File: src/byte_memory_with_sized_access_macros.svh
`ifndef BYTE_MEMORY_WITH_SIZED_ACCESS_MACROS_SVH
`define BYTE_MEMORY_WITH_SIZED_ACCESS_MACROS_SVH

// same-cycle implication, clocked on clock, off during reset
`define BMA_ASSERT_NOW(label, ante, cons, msg) \
   label: assert property (@(posedge clock) disable iff (reset) (ante) |-> (cons)) \
      else $error(msg);

// next-cycle implication, clocked on clock, off during reset
`define BMA_ASSERT_NEXT(label, ante, cons, msg) \
   label: assert property (@(posedge clock) disable iff (reset) (ante) |=> (cons)) \
      else $error(msg);

`endif

File: src/bma_pkg.sv
`timescale 1ns / 1ps

package bma_pkg;

   localparam int MEM_BYTES_DEFAULT = 4096;

   localparam logic [2:0] OP_RD_BYTE  = 3'd0;
   localparam logic [2:0] OP_RD_HALF  = 3'd1;
   localparam logic [2:0] OP_RD_WORD  = 3'd2;
   localparam logic [2:0] OP_WR_BYTE  = 3'd3;
   localparam logic [2:0] OP_WR_HALF  = 3'd4;
   localparam logic [2:0] OP_WR_WORD  = 3'd5;
   localparam logic [2:0] OP_CHECKSUM = 3'd6;

   localparam logic [1:0] STAT_OK         = 2'd0;
   localparam logic [1:0] STAT_OOB        = 2'd1;
   localparam logic [1:0] STAT_MISALIGNED = 2'd2;

   localparam logic [1:0] SZ_BYTE = 2'd0;
   localparam logic [1:0] SZ_HALF = 2'd1;
   localparam logic [1:0] SZ_WORD = 2'd2;

   typedef struct packed {
      logic [2:0]  opcode;
      logic [31:0] addr_in;
      logic [31:0] write_value;
   } req_type;

   typedef struct packed {
      logic [31:0] read_value;
      logic [1:0]  status;
   } rsp_type;

   typedef struct packed {
      logic busy;
      logic done;
   } sum_ctl_type;

endpackage

File: src/bma_sum.sv
`timescale 1ns / 1ps

`include "byte_memory_with_sized_access_macros.svh"

module bma_sum
   import bma_pkg::*;
#(
   parameter int MEM_BYTES = MEM_BYTES_DEFAULT,
   parameter int ROWS      = MEM_BYTES_DEFAULT / 4,
   parameter int RW        = 10
) (
   input  logic          clock,
   input  logic          reset,
   input  logic          start,
   input  logic [31:0]   rd_data,
   output logic          rd_en,
   output logic [RW-1:0] rd_row,
   output sum_ctl_type   ctl,
   output logic [31:0]   sum
);

   localparam logic [31:0] MEM_LIMIT = 32'(MEM_BYTES);
   localparam logic [RW-1:0] LAST_ROW = RW'(ROWS - 1);

   logic          issuing_ff,    issuing_in;
   logic [RW-1:0] issue_row_ff,  issue_row_in;
   logic          data_valid_ff, data_valid_in;
   logic          data_last_ff,  data_last_in;
   logic [RW-1:0] data_row_ff,   data_row_in;
   logic          rsum_valid_ff, rsum_valid_in;
   logic          rsum_last_ff,  rsum_last_in;
   logic [31:0]   rsum_ff,       rsum_in;
   logic [31:0]   acc_ff,        acc_in;
   logic [31:0]   base;

   always_comb begin
      logic [31:0] addr_k;
      issuing_in   = issuing_ff;
      issue_row_in = issue_row_ff;
      if (start) begin
         issuing_in   = 1'b1;
         issue_row_in = '0;
      end else if (issuing_ff) begin
         issue_row_in = issue_row_ff + RW'(1);
         if (issue_row_ff == LAST_ROW) begin
            issuing_in = 1'b0;
         end
      end

      data_valid_in = issuing_ff;
      data_last_in  = issuing_ff && (issue_row_ff == LAST_ROW);
      data_row_in   = issue_row_ff;

      base    = 32'({data_row_ff, 2'b00});
      rsum_in = '0;
      for (int k = 0; k < 4; k++) begin
         addr_k = base | 32'(k);
         if (addr_k < MEM_LIMIT) begin
            rsum_in = rsum_in + (addr_k ^ {24'd0, rd_data[8*(3-k) +: 8]});
         end
      end
      rsum_valid_in = data_valid_ff;
      rsum_last_in  = data_valid_ff && data_last_ff;

      acc_in = acc_ff;
      if (start) begin
         acc_in = '0;
      end else if (rsum_valid_ff) begin
         acc_in = acc_ff + rsum_ff;
      end
   end

   always_ff @(posedge clock) begin
      if (reset) begin
         issuing_ff    <= 1'b0;
         data_valid_ff <= 1'b0;
         rsum_valid_ff <= 1'b0;
      end else begin
         issuing_ff    <= issuing_in;
         data_valid_ff <= data_valid_in;
         rsum_valid_ff <= rsum_valid_in;
      end
   end

   always_ff @(posedge clock) begin
      issue_row_ff <= issue_row_in;
      data_last_ff <= data_last_in;
      data_row_ff  <= data_row_in;
      rsum_last_ff <= rsum_last_in;
      rsum_ff      <= rsum_in;
      acc_ff       <= acc_in;
   end

   assign rd_en  = issuing_ff;
   assign rd_row = issue_row_ff;
   assign ctl    = '{busy: issuing_ff || data_valid_ff || rsum_valid_ff,
                     done: rsum_valid_ff && rsum_last_ff};
   assign sum    = acc_ff + rsum_ff;

   `BMA_ASSERT_NEXT(a_start_issues, start, rd_en && (rd_row == '0), "sweep did not begin")
   `BMA_ASSERT_NOW(a_done_drained, ctl.done, !issuing_ff && !data_valid_ff, "done before drain")
   `BMA_ASSERT_NOW(a_no_restart, start, !ctl.busy, "start while sweep in flight")

endmodule

File: config.mk
export PLATFORM = sky130hd
export DESIGN_NAME = bma_sum
export DESIGN_NICKNAME = d
export VERILOG_FILES = /design/src/bma_pkg.sv /design/src/bma_sum.sv
export VERILOG_INCLUDE_DIRS = /design/src /design/src/src
export SDC_FILE = /design/constraint.sdc
export NUM_CORES = 1
export LEC_CHECK = 0
export BUFFER_PORTS_ARGS = -buffer_cell sky130_fd_sc_hd__buf_2
export CORE_MARGIN = 3
export CORE_UTILIZATION = 58
export CTS_CLUSTER_DIAMETER = 40
export CTS_CLUSTER_SIZE = 10
export DETAILED_ROUTE_END_ITERATION = 6
export PLACE_DENSITY = 0.81
export SLEW_MARGIN = 20
export SYNTH_ARGS = -nofsm -noshare
export SYNTH_HDL_FRONTEND = slang
export SYNTH_SLANG_ARGS = --single-unit
File: constraint.sdc
create_clock -name clock -period 6.5 [get_ports clock]
set_clock_uncertainty 0.1 [all_clocks]
set_input_delay 0.65 -clock clock [delete_from_list [all_inputs] [get_ports clock]]
set_output_delay 0.65 -clock clock [all_outputs]
set_load 0.01 [all_outputs]
==> out/metrics.cfg <==
[status]
status=finished, final reports clean

[synthesis]
synth-main-ff-cell=dfxtp_1
synth_xor_xnor_area_share_pct=13.8
syn_area_per_cell_um2=8.61
ys_seq_elements=72
async_flop_share_pct=0
synthAdderAreaFrac_pct=13.8
syn_inst=603
synth_cell_types=66
synth.top_cell.area_share_pct=27.8
synthesis.nets=693
ys_warn_count=0
synth_compound_area_share_pct=19.1
synth-seq-area-share_pct=27.8
synth_area_leaders=dfxtp_1 (28%), ha_1 (12%), xor2_1 (8.8%), xnor2_1 (5.1%), nor2_1 (4.1%)
synth_edf_count=0
synth_mux_area_share_pct=3.64
synth_area_mm2=0.00519
synth_top_family_by_area=compound AO/OA/AOI/OAI gates
synth_simple_gate_area_share_pct=18.0
yosysTopAreaCell=dfxtp_1

[sta]
finalSetupTns_ps=0
rsz0062_at_grt=no
clock.fmax_mhz=200
tightest_slew_ps=973
hold_violations=0
maxSlewViolCount=0
finalSetupViolCount=0
period_share_pct=76.9
fin_ws_ps=1500
hold_ws_ps=299
slew-limit-headroom_pct=35.2
fin_crit_ps=5000

[floorplanning]
core_mm2=0.00846
die-area_mm2=0.0101
rows=33
die_w_um=101
die_y_um=101
io_pins=80
start_util_pct=61.3

[global_routing]
grt_max_degree=52
grt_usage_pct=22.1
overflow=0
grt_pass1_vias=4303
antenna_found_initial=0
grt_first_pass_wirelength_mm=18.5

[route]
wl_mm=11.0
via_count=4458
vias_per_cell=5.69
drt_iter0_drc=180
wl_per_cell_um=14.1
firstDrtPassIters=4
ant_nets=0
drcViolationCount=0

[final_layout]
fill_cells=682
final_cells=784
num_antenna_cells=0
area_growth_pct=12.4
drive_gt1_share_pct=17.7
nNetsFinal=764

[cts]
cts-root-buf=clkbuf_8
clkSinkCount=72
cts_resized=0
cts-hold-fix-buffers=0
post_cts_buffers=0
htreeDepth=3
cts_buffers=9
clk_latency_ps=350
clkTransAtPathRegs_ps=80
clk_path_buf_depth=2
cts_tree=built

[setup_path]
critPathMaxFanout=5
cp.arrival_ps=5140
cp-start-kind=input pin
rrSetupSlack_ps=1610
critPathCaptureType=register
crit_type=input pin to register
required_ps=6640

[placement]
place.gp.congestion=0.871
place_inst=768
hpwl_mm=8.41
io_buffers=79
dp_slack_ps=1220

[min_path]
holdCritPathClass=register to register

[power]
p_leak_uw=0.00274
vdd_drop_max_mv=0.168
p_per_area_mw_per_mm2=269
p_total_uw=1570

[run]
maxCapViolations=0

[worst max-delay path, stage by stage]
cell       delay, ps
buf_2             90
inv_1             50
ha_1             180
inv_1             70
fa_1             400
nor2b_1          140
o21ai_0          110
a21boi_0         250
o21a_1           150
nor2_1            50
xnor2_1          120
ha_1             330
a2111oi_0        430
o21ai_0          210
a41oi_1          350
xnor2_1          190
ha_1             310
and3_1           200
a21oi_1          110
o21ai_0          150
or2_2            300
a211oi_1         240
nor2_1            60
[path summary, 6_finish.rpt]
path                                      from        endpoint  cells past startpoint
worst max-delay path               rd_data[16]     rsum_ff[11]                     23
worst min-delay path                 rd_row[6]  data_row_ff[6]                      0
worst max register to register  data_row_ff[0]     rsum_ff[11]                     20
worst min register to register       rd_row[6]  data_row_ff[6]                      0
[registers in the layout, summed over array words and instances (netlist names)]
signal,cells
rsum_ff,15
data_row_ff,10
rsum_last_ff,1
acc_ff,32
rd_en,1
rsum_valid_ff,1
rd_row,10
data_last_ff,1
data_valid_ff,1
[logic make-up (layout without fill, tap and decap cells)]
logic type | after synthesis | in the layout
flops | 72 | 72
simple gates | 184 | 184
mux | 18 | 18
compound gates | 142 | 142
buf+inv | 50 | 126
xor+xnor | 82 | 82
fa+ha+maj | 55 | 55
[cell usage after synthesis, types with 3 or more instances]
| cell type | instances |
|---|---|
| o31ai_1 | 6 |
| nor2_1 | 57 |
| a21o_1 | 9 |
| ha_1 | 51 |
| xor2_1 | 52 |
| or3_1 | 7 |
| mux2i_1 | 11 |
| xnor2_1 | 30 |
| o21a_1 | 9 |
| a21oi_1 | 36 |
| and3_1 | 14 |
| dfxtp_1 | 72 |
| a31o_2 | 5 |
| nor2b_1 | 10 |
| clkbuf_1 | 14 |
| a211oi_1 | 7 |
| nand3_1 | 12 |
| and2_1 | 3 |
| fa_1 | 4 |
| o21bai_1 | 9 |
| inv_1 | 29 |
| nand2b_1 | 7 |
| nor3_1 | 14 |
| o21ai_0 | 30 |
| nand4_1 | 8 |
| or4_1 | 3 |
| nand2_1 | 32 |
| or2_2 | 3 |
| mux2_2 | 6 |
[metal layers]
layer | GRT usage [%] | vias to the layer above | wire length (um)
met3 | 4.36 | 15 | 525
li1 | - | 2281 | -
met2 | 37.9 | 107 | 5370
met4 | 7.77 | 0 | 130
met5 | 0 | - | 0
met1 | 27.3 | 2055 | 4990
[cell type report]
class / count / area, um2 / share of cell area [%]
Tap cell: 105 / 131 / 2.25
Clock buffer: 10 / 128 / 2.19
Inverter: 30 / 113 / 1.93
Timing Repair Buffer: 80 / 403 / 6.91
Sequential cell: 72 / 1440 / 24.7
Clock inverter: 6 / 67.6 / 1.16
Multi-Input combinational cell: 481 / 3550 / 60.9
[where the power goes]
part	internal (uW)	switching [uW]
Combinational	310	393
Sequential	486	21.8
Clock	179	180
[per-stage QoR]
stage,instance area [um2],utilization (%)
CTS,5830,68.9
floorplan,5190,-
global route,5830,68.9
global placement,5640,66.6
detailed placement,5640,66.6
finish,5830,68.9
[layout by cell type, fill, tap and decap left out, types with 6 or more instances in the layout]
cell type,count
and3_1,14
dfxtp_1,72
ha_1,51
nand2b_1,7
mux2i_1,11
nand2_1,32
nand3_1,12
xnor2_1,30
or3_1,7
o31ai_1,6
mux2_2,6
o21ai_0,30
nor3_1,14
xor2_1,52
nor2b_1,10
a21o_1,9
o21a_1,9
clkbuf_8,9
nand4_1,8
inv_1,29
nor2_1,57
a211oi_1,7
o21bai_1,9
buf_2,79
a21oi_1,36
(Power assumes the default switching activity.)
